$ cat config.mk
export PLATFORM = sky130hd
export DESIGN_NAME = apsp_ctrl
export DESIGN_NICKNAME = d
export VERILOG_FILES = /design/src/design/apsp_pkg.sv /design/src/design/apsp_relax.sv /design/src/design/apsp_ctrl.sv
export SDC_FILE = /design/constraint.sdc
export NUM_CORES = 1
export LEC_CHECK = 0
export BUFFER_PORTS_ARGS = -buffer_cell sky130_fd_sc_hd__buf_2
export CAP_MARGIN = 20
export CORE_ASPECT_RATIO = 0.9
export CORE_MARGIN = 2
export CORE_UTILIZATION = 40
export DETAILED_ROUTE_END_ITERATION = 10
export PLACE_DENSITY = 0.63
export SYNTH_ARGS = -nofsm -noshare
export SYNTH_HDL_FRONTEND = slang
export SYNTH_HIERARCHICAL = 1
export SYNTH_SLANG_ARGS = --single-unit
$ cat constraint.sdc
create_clock -name clk -period 10.75 [get_ports clk]
set_clock_uncertainty 0.15 [all_clocks]
set_input_delay 0.5375 -clock clk [delete_from_list [all_inputs] [get_ports clk]]
set_output_delay 0.5375 -clock clk [all_outputs]
set_load 0.02 [all_outputs]
$ cat src/design/apsp_pkg.sv
// apsp_pkg: shared types, constants and helper functions for the all-pairs
// shortest path block. No dependencies; every other design file uses it.
package apsp_pkg;

  localparam int MAX_VERTICES_DEF = 64;
  localparam int DIST_W   = 32;
  localparam int VCNT_W   = 7;
  localparam int VERTEX_W = 6;
  localparam int WEIGHT_W = 16;

  // distances at or above this value mean no path
  localparam logic signed [DIST_W-1:0] INF_VALUE = 32'sd99999;
  localparam logic [VCNT_W-1:0] VCNT_RESET = 7'd64;

  typedef enum logic [1:0] {
    ACT_CLEAR = 2'd0,
    ACT_EDGE  = 2'd1,
    ACT_RUN   = 2'd2
  } action_t;

  typedef enum logic [3:0] {
    ST_CLEAR,
    ST_IDLE,
    ST_EDGE,
    ST_ROW_RD,
    ST_ROW_WAIT,
    ST_COL,
    ST_DRAIN,
    ST_SCAN,
    ST_SCAN_END,
    ST_DONE
  } state_t;

  typedef struct packed {
    logic                     write_en;
    logic signed [DIST_W-1:0] value;
  } relax_res_t;

  function automatic logic is_inf(input logic signed [DIST_W-1:0] v);
    return v >= INF_VALUE;
  endfunction

  function automatic logic signed [DIST_W-1:0] sat_add(
    input logic signed [DIST_W-1:0] a,
    input logic signed [DIST_W-1:0] b
  );
    logic signed [DIST_W:0] s;
    logic signed [DIST_W-1:0] r;
    s = {a[DIST_W-1], a} + {b[DIST_W-1], b};
    if (s[DIST_W] != s[DIST_W-1]) begin
      r = s[DIST_W] ? {1'b1, {(DIST_W-1){1'b0}}} : {1'b0, {(DIST_W-1){1'b1}}};
    end else begin
      r = s[DIST_W-1:0];
    end
    return r;
  endfunction

endpackage

$ cat src/design/apsp_relax.sv
// apsp_relax: one relaxation step, saturating leg sum and compare against
// the current distance. Uses apsp_pkg.
module apsp_relax (
  input  logic signed [apsp_pkg::DIST_W-1:0] ik,
  input  logic signed [apsp_pkg::DIST_W-1:0] kj,
  input  logic signed [apsp_pkg::DIST_W-1:0] ij,
  output apsp_pkg::relax_res_t               res
);

  logic signed [apsp_pkg::DIST_W-1:0] sum;

  always_comb begin
    sum = apsp_pkg::sat_add(ik, kj);
    // an infinite second leg is skipped; the first leg is checked per row
    res.write_en = !apsp_pkg::is_inf(kj) && (sum < ij);
    res.value    = sum;
  end

endmodule

$ cat src/design/apsp_ctrl.sv
// apsp_ctrl: sequencer for clear, edge load, relaxation and result scan,
// plus the result register. Uses apsp_pkg and apsp_relax.
module apsp_ctrl #(
  parameter int MAX_VERTICES = apsp_pkg::MAX_VERTICES_DEF
) (
  input  logic                                              clk,
  input  logic                                              rst_n,
  input  logic [apsp_pkg::VCNT_W-1:0]                       vertex_count,
  input  logic                                              in_valid,
  output logic                                              in_ready,
  input  logic [1:0]                                        in_action,
  input  logic [apsp_pkg::VERTEX_W-1:0]                     in_source_vertex,
  input  logic [apsp_pkg::VERTEX_W-1:0]                     in_dest_vertex,
  input  logic signed [apsp_pkg::WEIGHT_W-1:0]              in_edge_weight,
  output logic                                              out_valid,
  input  logic                                              out_ready,
  output logic                                              out_cycle_found,
  output logic                                              out_no_path,
  output logic signed [apsp_pkg::DIST_W-1:0]                out_min_distance,
  output logic                                              mem_we,
  output logic [$clog2(MAX_VERTICES*MAX_VERTICES)-1:0]      mem_waddr,
  output logic signed [apsp_pkg::DIST_W-1:0]                mem_wdata,
  output logic                                              mem_re_a,
  output logic [$clog2(MAX_VERTICES*MAX_VERTICES)-1:0]      mem_raddr_a,
  output logic                                              mem_re_b,
  output logic [$clog2(MAX_VERTICES*MAX_VERTICES)-1:0]      mem_raddr_b,
  input  logic signed [apsp_pkg::DIST_W-1:0]                mem_rdata_a,
  input  logic signed [apsp_pkg::DIST_W-1:0]                mem_rdata_b
);

  localparam int AW = $clog2(MAX_VERTICES * MAX_VERTICES);
  localparam int RW = $clog2(MAX_VERTICES);
  localparam int NW = $clog2(MAX_VERTICES + 1);
  localparam int DW = apsp_pkg::DIST_W;
  localparam logic [AW-1:0] ROW_STRIDE = AW'(MAX_VERTICES);
  localparam logic [RW-1:0] LAST_IDX   = RW'(MAX_VERTICES - 1);

  function automatic logic [AW-1:0] cell_addr(input logic [AW-1:0] r, input logic [AW-1:0] c);
    return r * ROW_STRIDE + c;
  endfunction

  apsp_pkg::state_t state_r, state_nxt;
  logic [RW-1:0] i_r, i_nxt, j_r, j_nxt, k_r, k_nxt;
  logic [NW-1:0] n_r;
  logic [NW-1:0] n_cfg;
  logic signed [DW-1:0] ik_r;
  logic          p_valid_r;
  logic [AW-1:0] p_addr_r;
  logic          s_valid_r, s_diag_r;
  logic          cyc_r, found_r;
  logic signed [DW-1:0] best_r;
  logic          e_ok_r;
  logic [AW-1:0] e_addr_r;
  logic signed [DW-1:0] e_wdata_r;
  logic          out_valid_r, out_cycle_r, out_no_path_r;
  logic signed [DW-1:0] out_min_r;

  logic take, out_free;
  logic i_last_n, j_last_n, k_last_n, i_last_m, j_last_m, run_end;
  apsp_pkg::relax_res_t relax_res;

  apsp_relax u_relax (
    .ik  (ik_r),
    .kj  (mem_rdata_a),
    .ij  (mem_rdata_b),
    .res (relax_res)
  );

  assign in_ready = (state_r == apsp_pkg::ST_IDLE);
  assign take     = in_valid && in_ready;
  assign out_free = !out_valid_r || out_ready;

  assign i_last_n = (NW'(i_r) == n_r - NW'(1));
  assign j_last_n = (NW'(j_r) == n_r - NW'(1));
  assign k_last_n = (NW'(k_r) == n_r - NW'(1));
  assign i_last_m = (i_r == LAST_IDX);
  assign j_last_m = (j_r == LAST_IDX);
  assign run_end  = i_last_n && k_last_n;

  // vertex count clamped to 1..MAX_VERTICES
  always_comb begin
    if (int'(vertex_count) > MAX_VERTICES) begin
      n_cfg = NW'(MAX_VERTICES);
    end else if (vertex_count == '0) begin
      n_cfg = NW'(1);
    end else begin
      n_cfg = NW'(vertex_count);
    end
  end

  // next state
  always_comb begin
    state_nxt = state_r;
    unique case (state_r)
      apsp_pkg::ST_CLEAR: begin
        if (i_last_m && j_last_m) state_nxt = apsp_pkg::ST_IDLE;
      end
      apsp_pkg::ST_IDLE: begin
        if (take) begin
          unique case (in_action)
            apsp_pkg::ACT_CLEAR: state_nxt = apsp_pkg::ST_CLEAR;
            apsp_pkg::ACT_EDGE:  state_nxt = apsp_pkg::ST_EDGE;
            apsp_pkg::ACT_RUN:   state_nxt = apsp_pkg::ST_ROW_RD;
            default:             state_nxt = apsp_pkg::ST_IDLE;
          endcase
        end
      end
      apsp_pkg::ST_EDGE:   state_nxt = apsp_pkg::ST_IDLE;
      apsp_pkg::ST_ROW_RD: state_nxt = apsp_pkg::ST_ROW_WAIT;
      apsp_pkg::ST_ROW_WAIT: begin
        if (!apsp_pkg::is_inf(mem_rdata_a)) begin
          state_nxt = apsp_pkg::ST_COL;
        end else begin
          state_nxt = run_end ? apsp_pkg::ST_SCAN : apsp_pkg::ST_ROW_RD;
        end
      end
      apsp_pkg::ST_COL: begin
        if (j_last_n) state_nxt = apsp_pkg::ST_DRAIN;
      end
      apsp_pkg::ST_DRAIN: begin
        state_nxt = run_end ? apsp_pkg::ST_SCAN : apsp_pkg::ST_ROW_RD;
      end
      apsp_pkg::ST_SCAN: begin
        if (i_last_n && j_last_n) state_nxt = apsp_pkg::ST_SCAN_END;
      end
      apsp_pkg::ST_SCAN_END: state_nxt = apsp_pkg::ST_DONE;
      apsp_pkg::ST_DONE: begin
        if (out_free) state_nxt = apsp_pkg::ST_IDLE;
      end
      default: state_nxt = apsp_pkg::ST_IDLE;
    endcase
  end

  // counters and memory control
  always_comb begin
    i_nxt       = i_r;
    j_nxt       = j_r;
    k_nxt       = k_r;
    mem_we      = 1'b0;
    mem_waddr   = cell_addr(AW'(i_r), AW'(j_r));
    mem_wdata   = '0;
    mem_re_a    = 1'b0;
    mem_raddr_a = cell_addr(AW'(i_r), AW'(j_r));
    mem_re_b    = 1'b0;
    mem_raddr_b = cell_addr(AW'(i_r), AW'(j_r));
    unique case (state_r)
      apsp_pkg::ST_CLEAR: begin
        mem_we    = 1'b1;
        mem_wdata = (i_r == j_r) ? '0 : apsp_pkg::INF_VALUE;
        j_nxt     = j_last_m ? '0 : j_r + RW'(1);
        if (j_last_m) i_nxt = i_last_m ? '0 : i_r + RW'(1);
      end
      apsp_pkg::ST_IDLE: begin
        if (take) begin
          i_nxt = '0;
          j_nxt = '0;
          k_nxt = '0;
        end
      end
      apsp_pkg::ST_EDGE: begin
        mem_we    = e_ok_r;
        mem_waddr = e_addr_r;
        mem_wdata = e_wdata_r;
      end
      apsp_pkg::ST_ROW_RD: begin
        mem_re_a    = 1'b1;
        mem_raddr_a = cell_addr(AW'(i_r), AW'(k_r));
      end
      apsp_pkg::ST_ROW_WAIT, apsp_pkg::ST_DRAIN: begin
        j_nxt = '0;
        // skipped or finished row: step to the next row, or next pivot
        if (state_r == apsp_pkg::ST_DRAIN || apsp_pkg::is_inf(mem_rdata_a)) begin
          if (i_last_n) begin
            i_nxt = '0;
            k_nxt = k_r + RW'(1);
          end else begin
            i_nxt = i_r + RW'(1);
          end
        end
      end
      apsp_pkg::ST_COL: begin
        mem_re_a    = 1'b1;
        mem_raddr_a = cell_addr(AW'(k_r), AW'(j_r));
        mem_re_b    = 1'b1;
        j_nxt       = j_r + RW'(1);
      end
      apsp_pkg::ST_SCAN: begin
        mem_re_a = 1'b1;
        if (j_last_n) begin
          j_nxt = '0;
          i_nxt = i_r + RW'(1);
        end else begin
          j_nxt = j_r + RW'(1);
        end
      end
      apsp_pkg::ST_SCAN_END, apsp_pkg::ST_DONE: begin
      end
      default: begin
      end
    endcase
    // write-back of the relaxation pipeline
    if (p_valid_r && relax_res.write_en) begin
      mem_we    = 1'b1;
      mem_waddr = p_addr_r;
      mem_wdata = relax_res.value;
    end
  end

  always_ff @(posedge clk) begin
    if (!rst_n) begin
      state_r     <= apsp_pkg::ST_CLEAR;
      i_r         <= '0;
      j_r         <= '0;
      k_r         <= '0;
      p_valid_r   <= 1'b0;
      s_valid_r   <= 1'b0;
      out_valid_r <= 1'b0;
    end else begin
      state_r   <= state_nxt;
      i_r       <= i_nxt;
      j_r       <= j_nxt;
      k_r       <= k_nxt;
      p_valid_r <= (state_r == apsp_pkg::ST_COL);
      s_valid_r <= (state_r == apsp_pkg::ST_SCAN);
      if (state_r == apsp_pkg::ST_DONE && out_free) begin
        out_valid_r <= 1'b1;
      end else if (out_ready) begin
        out_valid_r <= 1'b0;
      end
    end
  end

  always_ff @(posedge clk) begin
    p_addr_r <= cell_addr(AW'(i_r), AW'(j_r));
    s_diag_r <= (i_r == j_r);
    if (take) begin
      n_r       <= n_cfg;
      e_ok_r    <= (int'(in_source_vertex) < MAX_VERTICES) &&
                   (int'(in_dest_vertex) < MAX_VERTICES);
      e_addr_r  <= cell_addr(AW'(in_source_vertex), AW'(in_dest_vertex));
      e_wdata_r <= {{(DW - apsp_pkg::WEIGHT_W){in_edge_weight[apsp_pkg::WEIGHT_W-1]}},
                    in_edge_weight};
      cyc_r     <= 1'b0;
      found_r   <= 1'b0;
      best_r    <= '0;
    end
    if (state_r == apsp_pkg::ST_ROW_WAIT) begin
      ik_r <= mem_rdata_a;
    end
    // scan: diagonal sign check and running off-diagonal minimum
    if (s_valid_r) begin
      if (s_diag_r) begin
        if (mem_rdata_a[DW-1]) cyc_r <= 1'b1;
      end else if (!apsp_pkg::is_inf(mem_rdata_a) && (!found_r || mem_rdata_a < best_r)) begin
        best_r  <= mem_rdata_a;
        found_r <= 1'b1;
      end
    end
    if (state_r == apsp_pkg::ST_DONE && out_free) begin
      out_cycle_r   <= cyc_r;
      out_no_path_r <= !cyc_r && !found_r;
      out_min_r     <= (!cyc_r && found_r) ? best_r : '0;
    end
  end

  assign out_valid        = out_valid_r;
  assign out_cycle_found  = out_cycle_r;
  assign out_no_path      = out_no_path_r;
  assign out_min_distance = out_min_r;

endmodule

Word-level counts from Yosys, hierarchy flattened
Cells that the tools add are included.
{"block": "totals", "register_bits": 173, "in_bits": 105, "out_inout_bits": 107}
{"block": "op_classes", "add_sub_neg": 9, "order_cmp": 4, "eq_ne": 27, "muxes": 49, "n_reduce_logical": 32}
{"cell": "two-way mux 32 bit", "n": 7}
{"cell": "< comparator 32 bit", "n": 2}
{"cell": "case mux 32 bit (2 select lines)", "n": 1}
{"cell": "two-way mux 6 bit", "n": 10}
{"cell": "adder 12 x 6 -> 12 bit", "n": 4}
{"cell": "case mux 4 bit (9 select lines)", "n": 1}
{"cell": "adder 32 x 32 -> 33 bit", "n": 1}
{"cell": "greater-or-equal comparator 32 x 18 -> 1 bit, second input constant", "n": 1}
{"cell": "case mux 6 bit (5 select lines)", "n": 1}
{"cell": "two-way mux 12 bit", "n": 2}
{"cell": "case mux 12 bit (2 select lines)", "n": 1}
{"cell": "case mux 6 bit (4 select lines)", "n": 1}
{"cell": "== test 6 x 7 -> 1 bit", "n": 3}
{"cell": "two-way mux 4 bit", "n": 5}
{"cell": "adder 6 x 1 -> 6 bit, second input constant", "n": 3}
{"cell": "two-way mux 17 bit", "n": 1}
{"cell": "== test 4 x 3 -> 1 bit, second input constant", "n": 4}
{"cell": "!= test 2 bit, second input constant", "n": 8}
{"cell": "two-way mux 1 bit", "n": 14}
{"cell": "== test 6 bit, second input constant", "n": 2}
{"cell": "case mux 6 bit (2 select lines)", "n": 1}
{"cell": "logical AND 1 bit", "n": 10}
{"cell": "AND reduction 5 bit", "n": 2}
{"cell": "== test 4 x 2 -> 1 bit, second input constant", "n": 2}
{"cell": "other kinds (24)", "n": 34}

Longest topological paths before layout
Gate-level depths: netlist of the first run.
{"block": "depth", "ltp_word": 7, "ltp_mapped": 30, "ltp_nobuf": 27}

By module
Netlist of the first run, hierarchy kept.
{"module": "apsp_ctrl", "n_inst": 1, "cells_each": 816, "area_per_inst_um2": 8567.0, "seq_area_each_um2": 4474.3}
{"module": "apsp_relax", "n_inst": 1, "cells_each": 397, "area_per_inst_um2": 2692.6, "seq_area_each_um2": 0.0}

Worst setup path after synthesis of the first run
No wires, ideal clock.
{"block": "synth_path", "path_kind": "in2out", "from": "input port mem_rdata_a[0] (netlist name)", "to": "output port mem_waddr[10]", "arrival_time_ps": 6212, "t_required_ps": 10062, "slack_ps": 3851, "stages": 30, "path_cell_list": "ha_1 -> fa_1 -> a211oi_1 -> o21ai_0 -> nand2_1 -> o21ai_0 -> o21ai_0 -> o21ai_1 -> nand2_1 -> nor2_1 -> a21oi_1 -> clkbuf_1 -> o21ai_0 -> ha_1 -> a21o_1 -> a21o_1 -> a21o_1 -> a21o_1 -> a21oi_1 -> o21ai_0 -> nand3_1 -> o211ai_1 -> or4b_1 -> a21oi_1 -> and2_1 -> clkbuf_1 -> clkbuf_1 -> clkbuf_1 -> nand2_1 -> o21ai_0"}
{"item": "start, declared", "line_no": "apsp_ctrl.sv:27", "source": "input logic signed [apsp_pkg::DIST_W-1:0] mem_rdata_a,"}
{"item": "end, declared", "line_no": "apsp_ctrl.sv:21", "source": "output logic [$clog2(MAX_VERTICES*MAX_VERTICES)-1:0] mem_waddr,"}

==> results.md, run 1 <==
- Status: finished clean
- DRT Pass-1 Iters: 5
- CTS root buffer: clkbuf_16
- Drt wl/cell: around 18 um
- Most frequent cells in the layout: buf_2, nand2_1, inv_1
- Max Buffers Root-to-Sink: 2
- CP top delay family: compound AO/OA/AOI/OAI gates
- Syn_area_per_cell: 9.28 sq um
- CP Launch Type: flip-flop
- Worst Path Required: a little over 10 ns
- H-tree levels: 4
- Period utilisation layout: 0.824
- Yosys cell types: 79
- Worst slew pin tran: 1.04 ns
- Initial Util: 0.405
- Clock Latency Late Sink: 0.44 ns
- Maximum vdd ir drop: just over 0.0001 V
- Via density: ~5.4
- Gr ovfl total: 0
- Cell Int Power: 0.00111 W
- Synthesis-stage register bit count: approximately 170
- PD cells: about 120 mW/mm^2
- CP endpoint kind: output port
- Area Growth Syn to Fin: 17.5%
- Syn_nets: 1419
- Achievable clock frequency: 113 MHz
- Finish-stage setup viols: 0
- RSZ-0062 raised after global routing: no
- CTS Hold Bufs: 0
- Drt drc: 0
- Share of cells above drive strength 1: 0.204
- CP peak stage delay: 0.78 ns
- Most used flip-flop cell after synthesis: edfxtp_1
- Core area: around 0.028 sq mm
- Final HPWL DP: 24400 um
- Maxcap violations: 0
- Post-Syn Area: about 0.011 sq mm
- Gate power share: 0.147
- CTS Buf Count: 17
- Worst Path Max Fanout: 27
- Pre-CTS setup slack: 2.09 ns
- I/O Pins: ~210
- Die area: 0.0295 sq mm
- Die height: 163 um
- Synthesis Warnings: 6
- Asr flop ratio synth: 0
- Most common cell after layout, fill and taps aside: buf_2
- Worst setup margin: 1.90 ns
- Total negative slack: 0 ns
- Critical path's slowest cell: o21ai_2
- Fin crit period: 8.85 ns
- Final hold vios: 0
- First-pass GRT wire length: 49700 um
- Dpl cells: around 1700
- Die X-Extent: 181 um
- Final wirelength: 31900 um
- Largest net degree at the start of global routing: 38
- Vias in the first global route: 8926
- Arr. time, crit path: between 8 and 9 ns
- Final Hold Slack: 0.113 ns
- Post-CTS setup repair buffer count: 0
- Resize count post-CTS: 0
- Number of flops mapped to enable cells by yosys: 101
- Sw Share: 0.292
- Max_slew headroom: 0.304
- Final Non-Filler Cells: 1778
- Worst path buffer plus inverter count: 1
- Critical path type: flip-flop to output port
- GRT Resource Usage Total: 0.214
- DRT iter0 DRCs: 581
- Post-Syn Instances: 1213
- Worst hold path class: input port to flip-flop
- CTS tree: built
- Row count: 58
- Post-route antenna net violation count: 0
- Clock Power Share: 0.402
- Final #Nets: roughly 1600
- Initial antenna violation count: 3
- Clock Sinks: 173
- Sequential share of power: 0.451
- CTS clk-pin slew, worst paths: roughly 0.080 ns
- Lkg Pwr: 5.69 nW
- Detailed-route via count: around 9500
- Fin. max-slew vios: 0
- Switching power: 0.000455 W
- Sequential-to-total area share from yosys stat: 0.397
- GP Congestion: 0.885
- PortBufs: 211
metrics by stage:
| stage | power, W | utilization | instance area [sq um] |
|---|---|---|---|
| finish | 0.00156 | 0.476 | 13200 |
| global route | 0.00163 | 0.476 | 13200 |
| CTS | 0.00157 | 0.475 | 13200 |
| detailed placement | 0.000946 | 0.454 | 12600 |
| global placement | 0.000943 | 0.454 | 12600 |
| floorplan | 0.000859 | - | 11300 |
logic make-up after synthesis:
group | share of synthesized area
muxes | 0.0501
adders and majority gates | 0.113
buffers and inverters | 0.0617
and+or+nand+nor | 0.158
AOI/OAI and AO/OA | 0.167
xor gates and xnor gates | 0.0535
DFF | 0.397
Yosys cell counts, drive strengths merged (9+ instances only):
cell    count  share of area
a211oi     13          0.010
a21o       46          0.031
a21oi      97          0.043
a31oi      16         0.0094
and2       39          0.022
clkbuf     43          0.015
dfxtp      72           0.13
edfxtp    101           0.27
ha        100           0.11
inv       126          0.042
mux2       11          0.011
mux2i      44          0.039
nand2     127          0.042
nand2b      9         0.0050
nand3      36          0.016
nand4      21          0.012
nor2       50          0.017
nor2b      12         0.0067
nor3       17         0.0080
nor4       13         0.0072
o21ai      66          0.030
xnor2      35          0.027
xor2       18          0.014
state kept, by name, indices dropped and copies added (netlist names):
register / flops
best_r: 32
ik_r: 32
out_min_distance: 32
e_wdata_r: 16
e_addr_r: 12
p_addr_r: 12
n_r: 7
i_r: 6
j_r: 6
k_r: 6
state_r: 4
cyc_r: 1
found_r: 1
out_cycle_found: 1
out_no_path: 1
out_valid: 1
p_valid_r: 1
s_diag_r: 1
s_valid_r: 1
worst reg2reg max path, cell delays in order (launching register included):
cell and delay [ns]:
edfxtp_1 0.51, inv_1 0.10, ha_1 0.23, or3b_4 0.44
o31ai_4 0.20, nand4_1 0.23, o311ai_2 0.35, o211ai_2 0.26
or2_1 0.34, o32ai_2 0.25
layer usage:
layer	global-route usage	routed length, um	vias up
li1	-	-	4700
met1	0.294	14700	4545
met2	0.352	15100	265
met3	0.0352	1780	28
met4	0.0546	359	0
met5	0	0	-
worst paths after layout:
check,from,to,slack [ns],cells after the start
setup / recovery,ik_r[2]$_DFFE_PP_,mem_wdata[16],1.90,26
hold / removal,in_dest_vertex[5],e_addr_r[5]$_DFFE_PP_,0.11,1
setup reg to reg,n_r[0]$_SDFFCE_PP0P_,i_r[5]$_SDFFE_PN0P_,7.61,9
hold reg to reg,best_r[1]$_DFF_P_,best_r[1]$_DFF_P_,0.32,2
power groups by stage:
stage	registers, W	logic, W	clock network, W
2_1_floorplan	0.000717	0.000142	0
6_report	0.000704	0.000230	0.000627
3_3_place_gp	0.000719	0.000224	0
3_5_place_dp	0.000719	0.000227	0
5_1_grt	0.000704	0.000255	0.000666
4_1_cts	0.000704	0.000229	0.000641
final cells by class:
type	instances	area, sq um
clock inverter	14	145
timing repair buffer	221	1140
fill	2713	14600
antenna	3	7.51
clock buffer	18	439
tap	360	450
sequential	173	4470
inverter	126	473
multi-input combinational	863	6100
Note: power is estimated with default switching activity, not from simulation.
==> run 2, diff against run 1 <==
==> constraint.sdc (replaced) <==
create_clock -name clk -period 8.2 [get_ports clk]
set_clock_uncertainty 0.15 [all_clocks]
set_input_delay 0.41 -clock clk [delete_from_list [all_inputs] [get_ports clk]]
set_output_delay 0.41 -clock clk [all_outputs]
set_load 0.02 [all_outputs]
==> run 2 against run 1 <==
Combinational power up 33%. Non-clock buffer count rose by 23. Design area grew 1.8%. Core utilization grew 0.86 points.
==> results.md, run 2 (synthesized netlist as in run 1, its figures left out) <==
- Status: finished clean
- Max layer used: met5
- H-tree levels: 4 (unchanged)
- CP peak stage delay: 0.52 ns (-0.26 ns)
- Worst Path Max Fanout: 25 (-7.4%)
- Metal3 WL: 1490 um (-16%)
- Worst slew pin tran: 1.02 ns (-0.0185 ns)
- M1 WL: 14300 um (-2.9%)
- Drt wl/cell: 17.5 um (-2.7%)
- Most common cell after layout, fill and taps aside: buf_2
- Hold depth: 1 (unchanged)
- DRT Pass-1 Iters: 5 (unchanged)
- Gr ovfl total: 0 (unchanged)
- RSZ-0062 raised after global routing: no
- Max Buffers Root-to-Sink: 2 (unchanged)
- Fin. max-slew vios: 0 (unchanged)
- Register area: 0.00447 sq mm (unchanged)
- R2r worst-path depth: 10 (+1)
- PD cells: 151 mW/mm^2 (+28%)
- Period utilisation layout: 0.923
- CTS tree: built
- Worst Path Required: 7.64 ns (-2.42 ns)
- Achievable clock frequency: 132 MHz
- CTS root buffer: clkbuf_16
- Final #Nets: 1631 (+1.4%)
- Share of cells above drive strength 1: 0.204 (+0.000222)
- Critical path's slowest cell: or4b_1
- Die area: 0.0295 sq mm (unchanged)
- Hold Path End: e_wdata_r[1]$_DFFE_PP_
- Dpl cells: 1743 (+0.11%)
- Multi-input logic area: 0.00611 sq mm (about the same)
- Arr. time, crit path: 7.01 ns (-1.16 ns)
- Final hold vios: 0 (unchanged)
- GP Congestion: 0.886 (about the same)
- First-pass GRT wire length: 49500 um (-0.33%)
- Lkg Pwr: 5.79 nW (+1.8%)
- CP Launch Type: flip-flop
- Post-route antenna net violation count: 0 (unchanged)
- DRT iter0 DRCs: 622 (+7.1%)
- Fin crit period: 7.57 ns
- GRT Resource Usage Total: 0.210 (-0.00408)
- Initial antenna violation count: 3 (unchanged)
- R2R Setup Slk: 4.90 ns (-2.71 ns)
- Area Growth Syn to Fin: 19.6%
- Met2 Wirelength: 15300 um (+1.2%)
- Final HPWL DP: 24100 um (-1.2%)
- Detailed-route via count: 9609 (+0.74%)
- CTS clk-pin slew, worst paths: 0.07 ns (about the same)
- Worst r2r dst: best_r[18]$_DFF_P_
- Finish-stage setup viols: 0 (unchanged)
- Final wirelength: 31400 um (-1.6%)
- Vias in the first global route: 9239 (+3.5%)
- Reg-to-Reg Start: best_r[2]$_DFF_P_
- Row count: 58 (unchanged)
- Clock Latency Late Sink: 0.44 ns (about the same)
- HP Start: in_edge_weight[1]
- Most frequent cells in the layout: buf_2, nand2_1, inv_1
- Antenna diodes: 0 (-3)
- Critical path type: flip-flop to output port
- Drt drc: 0 (unchanged)
- Largest net degree at the start of global routing: 38 (unchanged)
- Filler cells: 2653 (-2.2%)
- Max_slew headroom: 0.317 (+0.0125)
- Final Non-Filler Cells: 1798 (+1.1%)
- Maximum vdd ir drop: 0.000128 V (+24%)
- Die height: 163 um (unchanged)
- Core area: 0.0278 sq mm (unchanged)
- Via density: 5.34 (-0.38%)
- Final Hold Slack: 0.0176 ns (-0.0950 ns)
- Worst hold path class: input port to flip-flop
- Maxcap violations: 0 (unchanged)
- Initial Util: 0.405 (unchanged)
- I/O Pins: 212 (unchanged)
- PortBufs: 211 (unchanged)
- Die X-Extent: 181 um (unchanged)
- Overall Power: 0.00204 W (+31%)
- CTS Buf Count: 17 (unchanged)
- Final core occ: 0.485 (+0.00855)
- Clock Sinks: 173 (unchanged)
- CP endpoint kind: output port
- Total negative slack: 0 ns (unchanged)
## run 2: cell count changes in the layout (fill, tap and decap cells not counted), sizes merged
| cell | delta |
|---|---|
| dlygate4sd3 | +21 |
| clkbuf | -1 |
| buf | +3 |
| diode | -3 |
| inv | -2 |
| clkinv | +1 |
| clkinvlp | +1 |
## run 2: worst max-delay path by stage
stage | slack, ns | to | start
6_report | 0.63 | mem_wdata[15] | ik_r[0]$_DFFE_PP_
3_5_place_dp | 0.74 | mem_wdata[15] | mem_rdata_a[0]
2_1_floorplan | 1.56 | mem_waddr[10] | mem_rdata_a[0]
5_1_grt | 0.03 | mem_wdata[15] | ik_r[0]$_DFFE_PP_
3_3_place_gp | 0.95 | mem_wdata[15] | mem_rdata_a[0]
4_1_cts | 0.45 | mem_wdata[15] | ik_r[0]$_DFFE_PP_
## run 2: area by class of cell
class	count	share of cell area
multi-input combinational	863	0.454
tap	360	0.0334
inverter	126	0.0351
clock inverter	14	0.0111
timing repair buffer	244	0.102
clock buffer	18	0.0326
sequential	173	0.332
## run 2: worst max-delay path: cells and delay by family (launching register included)
kind | cells | cell delay, ns
compound gates | 17 | 3.19
buf+inv | 3 | 0.68
fa+ha+maj | 3 | 0.99
simple gates | 6 | 1.36
flops | 1 | 0.37
## run 2: routing by layer
| layer | vias up | GRT usage |
|---|---|---|
| li1 | 4753 | - |
| met1 | 4600 | 0.278 |
| met2 | 220 | 0.361 |
| met3 | 30 | 0.0372 |
| met4 | 6 | 0.0425 |
| met5 | - | 0 |
## run 2: stage by stage
step / cell area, sq um / worst slack [ns]
after global routing: 13500 / 0.0328
after detailed placement: 12600 / 0.740
after floorplan: 11300 / 1.56
after global placement: 12600 / 0.951
final: 13500 / 0.630
after CTS: 13400 / 0.447
## run 2: timing repair
item                                   CTS  global route
gates resized for setup                  0             3
setup buffers                            0             0
endpoints found under the hold margin   21             0
hold buffers                            21             0
setup endpoints to repair                0            36
## run 2: power by group
group	switching, W	internal [W]
Clock	0.000397	0.000415
Combinational	0.000181	0.000124
Sequential	0.00000555	0.000917
Total	0.000584	0.00146
